<file path="src/rtl/core/qlma_pkg.sv">
// ----------------------------------------------------------------------------
// qlma_pkg
// Shared constants and types of the qualified load moving average block.
// ----------------------------------------------------------------------------
package qlma_pkg;

	// Averaging window depth and the number of qualified words before averaging.
	localparam int WINDOW       = 50;
	localparam int STABLE_COUNT = 100;

	// Contact is qualified when the summed probabilities exceed 2.5 (x256).
	localparam int CONTACT_LIMIT = 640;

	// Field widths.
	localparam int PROB_W   = 9;
	localparam int FORCE_W  = 16;
	localparam int WEIGHT_W = 15;

	// Derived widths.
	localparam int PSUM_W   = PROB_W + 2;
	localparam int TOTAL_W  = FORCE_W + 2;
	localparam int SUM_W    = 24;
	localparam int POS_W    = (WINDOW > 1) ? $clog2(WINDOW) : 1;
	localparam int FILL_W   = $clog2(WINDOW + 1);
	localparam int STABLE_W = $clog2(STABLE_COUNT + 1);
	localparam int DVS_W    = FILL_W + 4;
	localparam int CNT_W    = $clog2(SUM_W);

	// Configuration port.
	localparam int PADDR_W = 3;
	localparam int PDATA_W = 32;
	localparam logic REG_MIN_WEIGHT = 1'b0;

	// Sequencer states.
	typedef enum logic [5:0] {
		ST_IDLE = 6'b000001,
		ST_UPD  = 6'b000010,
		ST_PREP = 6'b000100,
		ST_DIV  = 6'b001000,
		ST_FIX  = 6'b010000,
		ST_FIN  = 6'b100000
	} state_t;

endpackage

</file>
<file path="src/rtl/core/qlma_ram.sv">
// ----------------------------------------------------------------------------
// qlma_ram
// Generic single-port-write, single-port-read RAM with a registered read.
// ----------------------------------------------------------------------------
module qlma_ram #(
	parameter int WIDTH = 8,
	parameter int DEPTH = 16
) (
	input  logic                                       clk,
	input  logic                                       wr_en,
	input  logic [((DEPTH > 1) ? $clog2(DEPTH) : 1)-1:0] wr_addr,
	input  logic [WIDTH-1:0]                           wr_data,
	input  logic                                       rd_en,
	input  logic [((DEPTH > 1) ? $clog2(DEPTH) : 1)-1:0] rd_addr,
	output logic [WIDTH-1:0]                           rd_data
);

	logic [WIDTH-1:0] mem_q [DEPTH];

	always_ff @(posedge clk) begin
		if (wr_en) begin
			mem_q[wr_addr] <= wr_data;
		end
		if (rd_en) begin
			rd_data <= mem_q[rd_addr];
		end
	end

endmodule

</file>
<file path="src/rtl/core/qualified_load_moving_average.sv">
// ----------------------------------------------------------------------------
// qualified_load_moving_average
// Contact-gated moving average of the total leg force, turned into a held
// weight estimate through an iterative divide and a lower clamp.
// ----------------------------------------------------------------------------
//
//  Channel   Direction  Handshake                   Payload
//  sample    in         sample_valid/sample_stall   prob_leg0..3, force_leg0..3
//  result    out        result_valid/result_stall   weight, updated
//  config    in         APB (psel/penable/pready)   min_weight at byte address 0
//
// A word that does not start an average update is accepted, then loaded into
// the output register. A word that updates the average passes through the
// window read, the running sum, the divide set-up, the restoring divider at
// one quotient bit per cycle for SUM_W bits, sign and clamp, and the load of
// the output register.
// sample_stall is high whenever the sequencer is busy. A finished result waits
// in the output register while the next word is accepted; the sequencer only
// holds in its last state if that register is still full and stalled.
// Reset clears the counters, the running sum, the held weight and min_weight;
// the window memory needs no clearing since the fill count guards its reads.
// ----------------------------------------------------------------------------
module qualified_load_moving_average
	import qlma_pkg::*;
(
	input  logic                      clk,
	input  logic                      arst_n,

	input  logic                      sample_valid,
	output logic                      sample_stall,
	input  logic [PROB_W-1:0]         prob_leg0,
	input  logic [PROB_W-1:0]         prob_leg1,
	input  logic [PROB_W-1:0]         prob_leg2,
	input  logic [PROB_W-1:0]         prob_leg3,
	input  logic signed [FORCE_W-1:0] force_leg0,
	input  logic signed [FORCE_W-1:0] force_leg1,
	input  logic signed [FORCE_W-1:0] force_leg2,
	input  logic signed [FORCE_W-1:0] force_leg3,

	output logic                      result_valid,
	input  logic                      result_stall,
	output logic signed [WEIGHT_W-1:0] weight,
	output logic                      updated,

	input  logic                      psel,
	input  logic                      penable,
	input  logic                      pwrite,
	input  logic [PADDR_W-1:0]        paddr,
	input  logic [PDATA_W-1:0]        pwdata,
	output logic [PDATA_W-1:0]        prdata,
	output logic                      pready
);

	// Control state.
	state_t                     state_q;
	logic [STABLE_W-1:0]        stable_q;
	logic [POS_W-1:0]           wpos_q;
	logic [FILL_W-1:0]          fill_q;
	logic signed [SUM_W-1:0]    sum_q;
	logic signed [WEIGHT_W-1:0] held_q;
	logic signed [WEIGHT_W-1:0] min_weight_q;
	logic                       upd_q;
	logic                       result_valid_q;

	// Datapath registers.
	logic signed [TOTAL_W-1:0]  total_q;
	logic [DVS_W-1:0]           dvsr_q;
	logic [DVS_W-1:0]           rem_q;
	logic [SUM_W-1:0]           dq_q;
	logic [CNT_W-1:0]           cnt_q;
	logic                       negq_q;
	logic signed [WEIGHT_W-1:0] weight_q;
	logic                       updated_q;

	// Window memory.
	logic                       ram_wr_en;
	logic                       ram_rd_en;
	logic [TOTAL_W-1:0]         ram_rd_data;

	// Accept-cycle logic.
	logic                       accept;
	logic                       cfg_wr;
	logic                       out_free;
	logic [PSUM_W-1:0]          psum;
	logic                       qual;
	logic [STABLE_W-1:0]        stable_nxt;
	logic signed [TOTAL_W-1:0]  total;

	// Running sum update.
	logic signed [TOTAL_W-1:0]  old_val;
	logic signed [TOTAL_W:0]    delta;
	logic [POS_W-1:0]           wpos_nxt;

	// Divider step.
	logic [DVS_W:0]             rem_sh;
	logic [DVS_W+1:0]           trial;
	logic                       ge;

	// Sign and clamp.
	logic signed [SUM_W:0]      qs;
	logic signed [SUM_W:0]      minx;

	assign pready       = 1'b1;
	assign sample_stall = (state_q != ST_IDLE);
	assign accept       = sample_valid && !sample_stall;
	assign cfg_wr       = psel && penable && pwrite && pready;
	assign out_free     = !result_valid_q || !result_stall;

	assign result_valid = result_valid_q;
	assign weight       = weight_q;
	assign updated      = updated_q;

	always_comb begin
		prdata = '0;
		if (paddr[2] == REG_MIN_WEIGHT) begin
			prdata = PDATA_W'(min_weight_q);
		end
	end

	// Contact qualification and the stable counter.
	assign psum = PSUM_W'(prob_leg0) + PSUM_W'(prob_leg1) +
		PSUM_W'(prob_leg2) + PSUM_W'(prob_leg3);
	assign qual = (psum > PSUM_W'(CONTACT_LIMIT));

	always_comb begin
		stable_nxt = '0;
		if (qual) begin
			if (stable_q < STABLE_W'(STABLE_COUNT)) begin
				stable_nxt = stable_q + 1'b1;
			end else begin
				stable_nxt = stable_q;
			end
		end
	end

	assign total = TOTAL_W'(force_leg0) + TOTAL_W'(force_leg1) +
		TOTAL_W'(force_leg2) + TOTAL_W'(force_leg3);

	// The oldest entry leaves the sum only once the window is full.
	assign old_val  = (fill_q == FILL_W'(WINDOW)) ? $signed(ram_rd_data) : '0;
	assign delta    = (TOTAL_W + 1)'(total_q) - (TOTAL_W + 1)'(old_val);
	assign wpos_nxt = (wpos_q == POS_W'(WINDOW - 1)) ? '0 : wpos_q + 1'b1;

	assign ram_rd_en = accept;
	assign ram_wr_en = (state_q == ST_UPD);

	// Restoring divider: one quotient bit per cycle.
	assign rem_sh = {rem_q, dq_q[SUM_W-1]};
	assign trial  = {1'b0, rem_sh} - {2'b00, dvsr_q};
	assign ge     = !trial[DVS_W+1];

	assign qs   = negq_q ? -$signed({1'b0, dq_q}) : $signed({1'b0, dq_q});
	assign minx = (SUM_W + 1)'(min_weight_q);

	qlma_ram #(
		.WIDTH(TOTAL_W),
		.DEPTH(WINDOW)
	) u_window (
		.clk     (clk),
		.wr_en   (ram_wr_en),
		.wr_addr (wpos_q),
		.wr_data (total_q),
		.rd_en   (ram_rd_en),
		.rd_addr (wpos_q),
		.rd_data (ram_rd_data)
	);

	// Sequencer and control state.
	always_ff @(posedge clk or negedge arst_n) begin
		if (!arst_n) begin
			state_q        <= ST_IDLE;
			stable_q       <= '0;
			wpos_q         <= '0;
			fill_q         <= '0;
			sum_q          <= '0;
			held_q         <= '0;
			min_weight_q   <= '0;
			upd_q          <= 1'b0;
			result_valid_q <= 1'b0;
		end else begin
			if (cfg_wr && (paddr[2] == REG_MIN_WEIGHT)) begin
				min_weight_q <= pwdata[WEIGHT_W-1:0];
			end

			// A new word enters the output register as soon as it is free,
			// which may be in the same cycle the previous one leaves.
			if ((state_q == ST_FIN) && out_free) begin
				result_valid_q <= 1'b1;
			end else if (result_valid_q && !result_stall) begin
				result_valid_q <= 1'b0;
			end

			case (state_q)
				ST_IDLE: begin
					if (accept) begin
						stable_q <= stable_nxt;
						if (!qual) begin
							wpos_q <= '0;
							fill_q <= '0;
							sum_q  <= '0;
						end
						if (stable_nxt == STABLE_W'(STABLE_COUNT)) begin
							state_q <= ST_UPD;
						end else begin
							upd_q   <= 1'b0;
							state_q <= ST_FIN;
						end
					end
				end
				ST_UPD: begin
					if (fill_q != FILL_W'(WINDOW)) begin
						fill_q <= fill_q + 1'b1;
					end
					sum_q   <= sum_q + SUM_W'(delta);
					wpos_q  <= wpos_nxt;
					state_q <= ST_PREP;
				end
				ST_PREP: begin
					state_q <= ST_DIV;
				end
				ST_DIV: begin
					if (cnt_q == CNT_W'(SUM_W - 1)) begin
						state_q <= ST_FIX;
					end
				end
				ST_FIX: begin
					if (qs < minx) begin
						held_q <= min_weight_q;
					end else begin
						held_q <= qs[WEIGHT_W-1:0];
					end
					upd_q   <= 1'b1;
					state_q <= ST_FIN;
				end
				ST_FIN: begin
					if (out_free) begin
						state_q <= ST_IDLE;
					end
				end
				default: begin
					state_q <= ST_IDLE;
				end
			endcase
		end
	end

	// Datapath registers; no reset needed.
	always_ff @(posedge clk) begin
		case (state_q)
			ST_IDLE: begin
				if (accept) begin
					total_q <= total;
				end
			end
			ST_PREP: begin
				// The quotient of -sum is negative when the sum is positive.
				negq_q <= !sum_q[SUM_W-1];
				dq_q   <= sum_q[SUM_W-1] ? SUM_W'(-sum_q) : SUM_W'(sum_q);
				dvsr_q <= {fill_q, 3'b000} + {2'b00, fill_q, 1'b0};
				rem_q  <= '0;
				cnt_q  <= '0;
			end
			ST_DIV: begin
				rem_q <= ge ? trial[DVS_W-1:0] : rem_sh[DVS_W-1:0];
				dq_q  <= {dq_q[SUM_W-2:0], ge};
				cnt_q <= cnt_q + 1'b1;
			end
			ST_FIN: begin
				if (out_free) begin
					weight_q  <= held_q;
					updated_q <= upd_q;
				end
			end
			default: begin
			end
		endcase
	end

endmodule

</file>
<file path="config.mk">
export PLATFORM = sky130hd
export DESIGN_NAME = qualified_load_moving_average
export DESIGN_NICKNAME = d
export VERILOG_FILES = /design/src/rtl/core/qlma_pkg.sv /design/src/rtl/core/qlma_ram.sv /design/src/rtl/core/qualified_load_moving_average.sv
export SDC_FILE = /design/constraint.sdc
export NUM_CORES = 1
export LEC_CHECK = 0
export BUFFER_PORTS_ARGS = -buffer_cell sky130_fd_sc_hd__buf_2
export CORE_MARGIN = 2
export CORE_UTILIZATION = 42
export CTS_BUF_LIST = sky130_fd_sc_hd__clkbuf_4 sky130_fd_sc_hd__clkbuf_8
export DETAILED_ROUTE_END_ITERATION = 7
export GPL_TIMING_DRIVEN = 0
export PLACE_DENSITY_LB_ADDON = 0.3
export SLEW_MARGIN = 10
export SYNTH_ARGS = -nofsm -noshare
export SYNTH_HDL_FRONTEND = slang
export SYNTH_HIERARCHICAL = 1
export SYNTH_SLANG_ARGS = --single-unit
</file>
<file path="constraint.sdc">
create_clock -name clk -period 3.8 [get_ports clk]
set_input_delay 0.38 -clock clk [delete_from_list [all_inputs] [get_ports clk]]
set_output_delay 0.38 -clock clk [all_outputs]
set_load 0.01 [all_outputs]
</file>
# [Yosys cells after proc, flatten, opt, wreduce, memory -nomap -nowiden]
# Memory sizes are Yosys's and may differ from the RTL's. A register that Yosys moved wholly into a read port is not among the register bits.
# Cells that the tools add are included.
[classes] bitwise=1 n_lt_le_gt_ge=3 n_addsub=16 n_mux=32 n_eq_ne=18 reduce_logical=22
[ops] op="$pmux W24 S2" n=2
[ops] op="$mux W24" n=3
[ops] op="$mux W6" n=8
[ops] op="$pmux W6 S6" n=1
[ops] op="$mux W32" n=1
[ops] op="$lt A25 B15 Y1" n=1
[ops] op="$mux W25" n=1
[ops] op="$neg A24 Y25" n=1
[ops] op="$add A24 B19 Y24" n=1
[ops] op="$neg A24 Y24" n=1
[ops] op="$pmux W6 S2" n=2
[ops] op="$pmux W10 S2" n=1
[ops] op="$sub A18 B18 Y19" n=1
[ops] op="$add A17 B16 Y18" n=1
[ops] op="$add A18 B16 Y18" n=1
[ops] op="$eq A6 B6 Y1 const B" n=3
[ops] op="$mux W18" n=1
[ops] op="$add A16 B16 Y17" n=1
[ops] op="$mux W15" n=1
[ops] op="$mux W7" n=2
[ops] op="$add A6 B1 Y6 const B" n=2
[ops] op="$sub A11 B10 Y12" n=1
[ops] op="$add A10 B9 Y11" n=1
[ops] op="$add A11 B9 Y11" n=1
[ops] op="29 further kinds" n=53
[word_totals] inputBits=142 elab_cells=110 memories=1 out_inout_bits=51 ramBits=900 register_bits=165
[mem_list] name="u_window.mem_q" words=50 width=18 read_ports=1 rd_ports_with_merged_regs=1 wr=1 line_no="qlma_ram.sv:18" text="logic [WIDTH-1:0] mem_q [DEPTH];"

# [Depth between registers and ports, before layout]
[depth] word_depth=9 depth_mapped=19 depth_no_buf=18

# [By module]
# The synthesis kept the hierarchy.
[by_module_without_submodules] module="qlma_ram" area_each_um2=35749.3 seq_area_each_um2=27566.4 cells_per_inst=1862 n_inst=1
[by_module_without_submodules] module="qualified_load_moving_average" area_each_um2=13216.4 seq_area_each_um2=4520.6 cells_per_inst=1380 n_inst=1

# [Least setup slack after synthesis]
# OpenSTA, ideal clock, no wires.
[synth_path] path_kind="flip-flop to flip-flop" startpoint="register total_q[17]" endpoint="register sum_q[23]" t_required_ns=3.668 path_stages_with_launch=13 n_path_buf=0 slack_ns=-0.099 period_less_slack_ns=3.899 setup_ns=0.132 t_arrival_ns=3.767 path_cell_list="edfxtp_1 -> inv_1 -> fa_1 -> inv_1 -> ha_1 -> and3_1 -> nor2b_1 -> or3_1 -> a21oi_1 -> a21oi_1 -> o21a_1 -> a2111oi_0 -> nor2_1"
[synth_via] elab_chain_len=3
[synth_rtl] item="start: declaration" line_no="qualified_load_moving_average.sv:66" text="logic signed [TOTAL_W-1:0] total_q;"
[synth_rtl] item="start signal: assignment" line_no="qualified_load_moving_average.sv:252" text="total_q <= total;"
[synth_rtl] item="$sub A18 B18 Y19" line_no="qualified_load_moving_average.sv:141" text="assign delta = (TOTAL_W + 1)'(total_q) - (TOTAL_W + 1)'(old_val);"
[synth_rtl] item="$add A24 B19 Y24" line_no="qualified_load_moving_average.sv:214" text="sum_q <= sum_q + SUM_W'(delta);"
[synth_rtl] item="$pmux W24 S2" line_no="qualified_load_moving_average.sv:193" text="case (state_q)"
[synth_rtl] item="end signal: assignment" line_no="qualified_load_moving_average.sv:214"
[synth_rtl] item="end: declaration" line_no="qualified_load_moving_average.sv:59" text="logic signed [SUM_W-1:0] sum_q;"
# Every way passes these cells.
# A chain may end at the register's enable or synchronous reset.

# [Worst setup path in the final report]
[layout_path] startpoint="register fill_q[0]" endpoint="register sum_q[21]"
[layout_via] elab_chain_len=5
[layout_rtl] item="start: declaration" line_no="qualified_load_moving_average.sv:58" text="logic [FILL_W-1:0] fill_q;"
[layout_rtl] item="start signal: assignment" line_no="qualified_load_moving_average.sv:212" text="fill_q <= fill_q + 1'b1;"
[layout_rtl] item="$eq A6 B6 Y1" line_no="qualified_load_moving_average.sv:140" text="assign old_val = (fill_q == FILL_W'(WINDOW)) ? $signed(ram_rd_data) : '0;"
[layout_rtl] item="$mux W18" line_no="qualified_load_moving_average.sv:140"
[layout_rtl] item="$sub A18 B18 Y19" line_no="qualified_load_moving_average.sv:141"
[layout_rtl] item="$add A24 B19 Y24" line_no="qualified_load_moving_average.sv:214"
[layout_rtl] item="$pmux W24 S2" line_no="qualified_load_moving_average.sv:193"
# Every way passes these cells.

==> results.py <==
metrics = {
    "final_layout": {
        "fillCellCount": 9635,
        "finish.instance_area_mm2": 0.05862,
        "fin_nets": 4068,
        "area_growth_pct": 19.72,
        "area.sequential_mm2": 0.03209,
        "layout-drive-gt1-share_pct": 24.72,
        "fin_cells": 5424,
        "final_core_util_pct": 50.58,
        "multi_input_area_mm2": 0.01610,
    },
    "worst_setup_path": {
        "rrSetupSlack_ns": -0.01,
        "required_ns": 4.54,
        "cp-end-kind": "flip-flop",
        "rr_startpoint": "fill_q[0]",
        "worst_ep_arrival_time_ns": 4.55,
        "crit_type": "flip-flop to flip-flop",
        "cp-start-kind": "flip-flop",
        "reg2reg_depth": 18,
        "worstPathMaxFanout": 5,
        "timing.rr.end": "sum_q[21]",
    },
    "timing": {
        "fin_ws_ns": -0.01449,
        "slew_headroom_pct": 32.77,
        "setup_viol": 2,
        "worstMarginPinSlew_ns": 1.004,
        "hold_ws_ns": 0.1512,
        "rsz0062_at_grt": "yes",
        "hold_viol_final": 0,
        "layout_min_cycle_time_ns": 3.814,
        "max_freq_ghz": 0.2622,
        "drv_slew": 0,
        "period_share_pct": 100.4,
        "skew_ns": 0.04605,
    },
    "logic_synthesis": {
        "synthTopCellsByCount": "1001 x edfxtp_1, 370 x mux2i_1, 202 x inv_1, 153 x nand2_1, 151 x nor2_1",
        "syn-num-nets": 3556,
        "synth-warning-count": 6,
        "synth_cell_types": 89,
        "seq_area_frac_synth_pct": 65.53,
        "yosysTopAreaCellShare_pct": 61.39,
        "synth_ff_type": "edfxtp_1",
        "synth.most_common_cell": "edfxtp_1",
        "avgSynthCellArea_um2": 15.10,
        "post-synth-top-area-cell": "edfxtp_1",
        "yosys_register_bits": 1082,
        "synthArstFlopShare_pct": 7.486,
        "synthCells": 3242,
        "synth_area_mm2": 0.04897,
        "synth_area_leaders": "edfxtp_1 61%, mux2i_1 7.6%, dfrtp_1 4.1%",
        "synth_edf_count": 1001,
    },
    "detailed_routing": {
        "via_per_inst": 5.453,
        "num_vias": 29580,
        "drc": 0,
        "drt-initial-drc-count": 2393,
        "antenna_left": 0,
        "dr.pass1.iters": 5,
        "wire_per_inst_um": 22.95,
        "postRouteWirelength_mm": 124.5,
    },
    "global_route": {
        "grt_max_degree": 54,
        "grt_usage_pct": 20.61,
        "grt_pass1_wl_mm": 184.9,
        "antenna_found_initial": 1,
        "overflow": 0,
        "grt_pass1_vias": 29610,
    },
    "die": {
        "dieHeight_um": 345.4,
        "rows": 125,
        "initial_core_util_pct": 42.25,
        "die_area_mm2": 0.1193,
        "die_x_um": 345.4,
        "core_area_mm2": 0.1159,
        "pin_count": 193,
    },
    "place": {
        "place_area_mm2": 0.05357,
        "dp_hpwl_mm": 88.47,
        "place_inst": 5028,
        "portBuffers": 172,
        "gp_congestion": 0.9242,
    },
    "cts": {
        "path_clk_slew_ns": 0.06,
        "clock-sinks": 1082,
        "worstSkewPairLatency_ns": 0.89,
        "htreeDepth": 4,
        "cts_tree": "built",
        "cts_root_buf": "clkbuf_8",
        "numCtsBuffers": 175,
        "cts_max_path_buffers": 3,
    },
    "flow_run": {
        "drv_cap": 0,
    },
    "hold_path": {
        "min_path_cells": 4,
        "hp-start": "force_leg3[15]",
        "hp-class": "primary input to flip-flop",
        "hold_end": "total_q[17]",
    },
    "power": {
        "p_leak_uw": 0.02052,
        "ir_drop_mv": 0.3442,
        "total_power_uw": 38790,
        "p_per_area_mw_per_mm2": 661.8,
    },
    "run_status": {
        "violations": "setup timing",
        "status": "complete, but fails checks",
    },
}
[stage by stage]
step	TNS, ns	worst slack [ns]
after global routing	-2.450	-0.1849
after detailed placement	-34.46	-1.137
after floorplan	0	0.02363
final	-0.02591	-0.01449
after global placement	-629.40	-1.911
after CTS	-0.9741	-0.1055
[critical path, cell delays in order, from the launching register on]
cell and delay [ns]:
dfrtp_2 0.41, inv_2 0.07, ha_4 0.12, nand4b_1 0.16, nor2_4 0.28, buf_8 0.16
and2_1 0.16, fa_1 0.43, inv_2 0.08, ha_4 0.21, and3_4 0.17, nor2b_1 0.12
or3_4 0.40, a21oi_4 0.21, buf_6 0.13, nand2_4 0.04, a311oi_2 0.25, nor3_2 0.08
a22o_2 0.22
[flip-flops by register name (all words and copies together) (netlist names), 7 cells and up]
name,flops
dvsr_q,9
stable_q,7
held_q,15
min_weight_q,15
weight,15
sum_q,24
total_q,18
rem_q,10
u_window/rd_data,18
u_window/mem_q,900
dq_q,24
[worst max path at each step]
stage / from / to / slack, ns / cells after the start
detailed placement: fill_q[0] / sum_q[23] / -1.14 / 17
floorplan: dq_q[11] / held_q[12] / 0.02 / 15
global placement: state_q[3] / u_window/mem_q[32][16] / -1.91 / 8
CTS: fill_q[1] / sum_q[23] / -0.11 / 17
finish: fill_q[0] / sum_q[21] / -0.01 / 18
global route: dq_q[1] / held_q[9] / -0.18 / 18
[cell families (layout without fill, tap and decap cells)]
kind of cell,count (synthesis),in the layout,share of synthesized area (%)
fa+ha+maj,173,173,5.581
other cells,1,2,0.007658
xor+xnor,98,98,1.753
compound gates,529,529,7.645
simple gates,557,557,5.461
buf+inv,357,1014,3.493
mux,445,445,10.53
flops,1082,1082,65.53
[where the power goes]
group | leakage, µW | total (µW) | internal (µW) | switching [µW]
logic | 0.00855 | 13400 | 5330 | 8050
clock network | 0.00191 | 10300 | 5580 | 4740
registers | 0.0101 | 15100 | 14500 | 604
[placed cells by master, fill, tap and decap left out, drive strengths merged, types with 54 or more instances in the layout]
cell and n:
edfxtp 1001, buf 408, mux2i 370, clkbuf 307
inv 215, nand2 153, nor2 151, ha 96
a22oi 93, o21ai 88, a21oi 86, dfrtp 80
xnor2 77, fa 76, mux4 54, clkinv 54
[layout make-up]
cell class / instances / share of cell area, %
diodes: 1 / 0.004269
flip-flops and latches: 1082 / 54.74
repair buffers: 335 / 5.426
clock inverters: 72 / 1.050
inverters: 204 / 1.306
well taps: 1524 / 3.253
plain buffers: 153 / 1.639
multi-input cells: 1803 / 27.47
clock buffers: 250 / 5.112
[layer usage]
metal  vias up  part of all wire (%)  GRT usage, %
li1      13430                     -             -
met1     14830                    42         27.01
met2      1069                    48         33.78
met3       252                   5.8         3.259
met4         0                   4.4         9.551
met5         -                     0             0
[repair_timing]
| action | 4_1_cts | 5_1_grt |
|---|---|---|
| hold buffers | 24 | 0 |
| gates resized for setup | 93 | 95 |
| pin swaps | 22 | 57 |
| endpoints found under the hold margin | 117 | 0 |
| buffers inserted | 25 | 24 |
| cloned | 2 | 0 |
| endpoints found under the setup margin | 64 | 343 |
(Power assumes the default switching activity.)
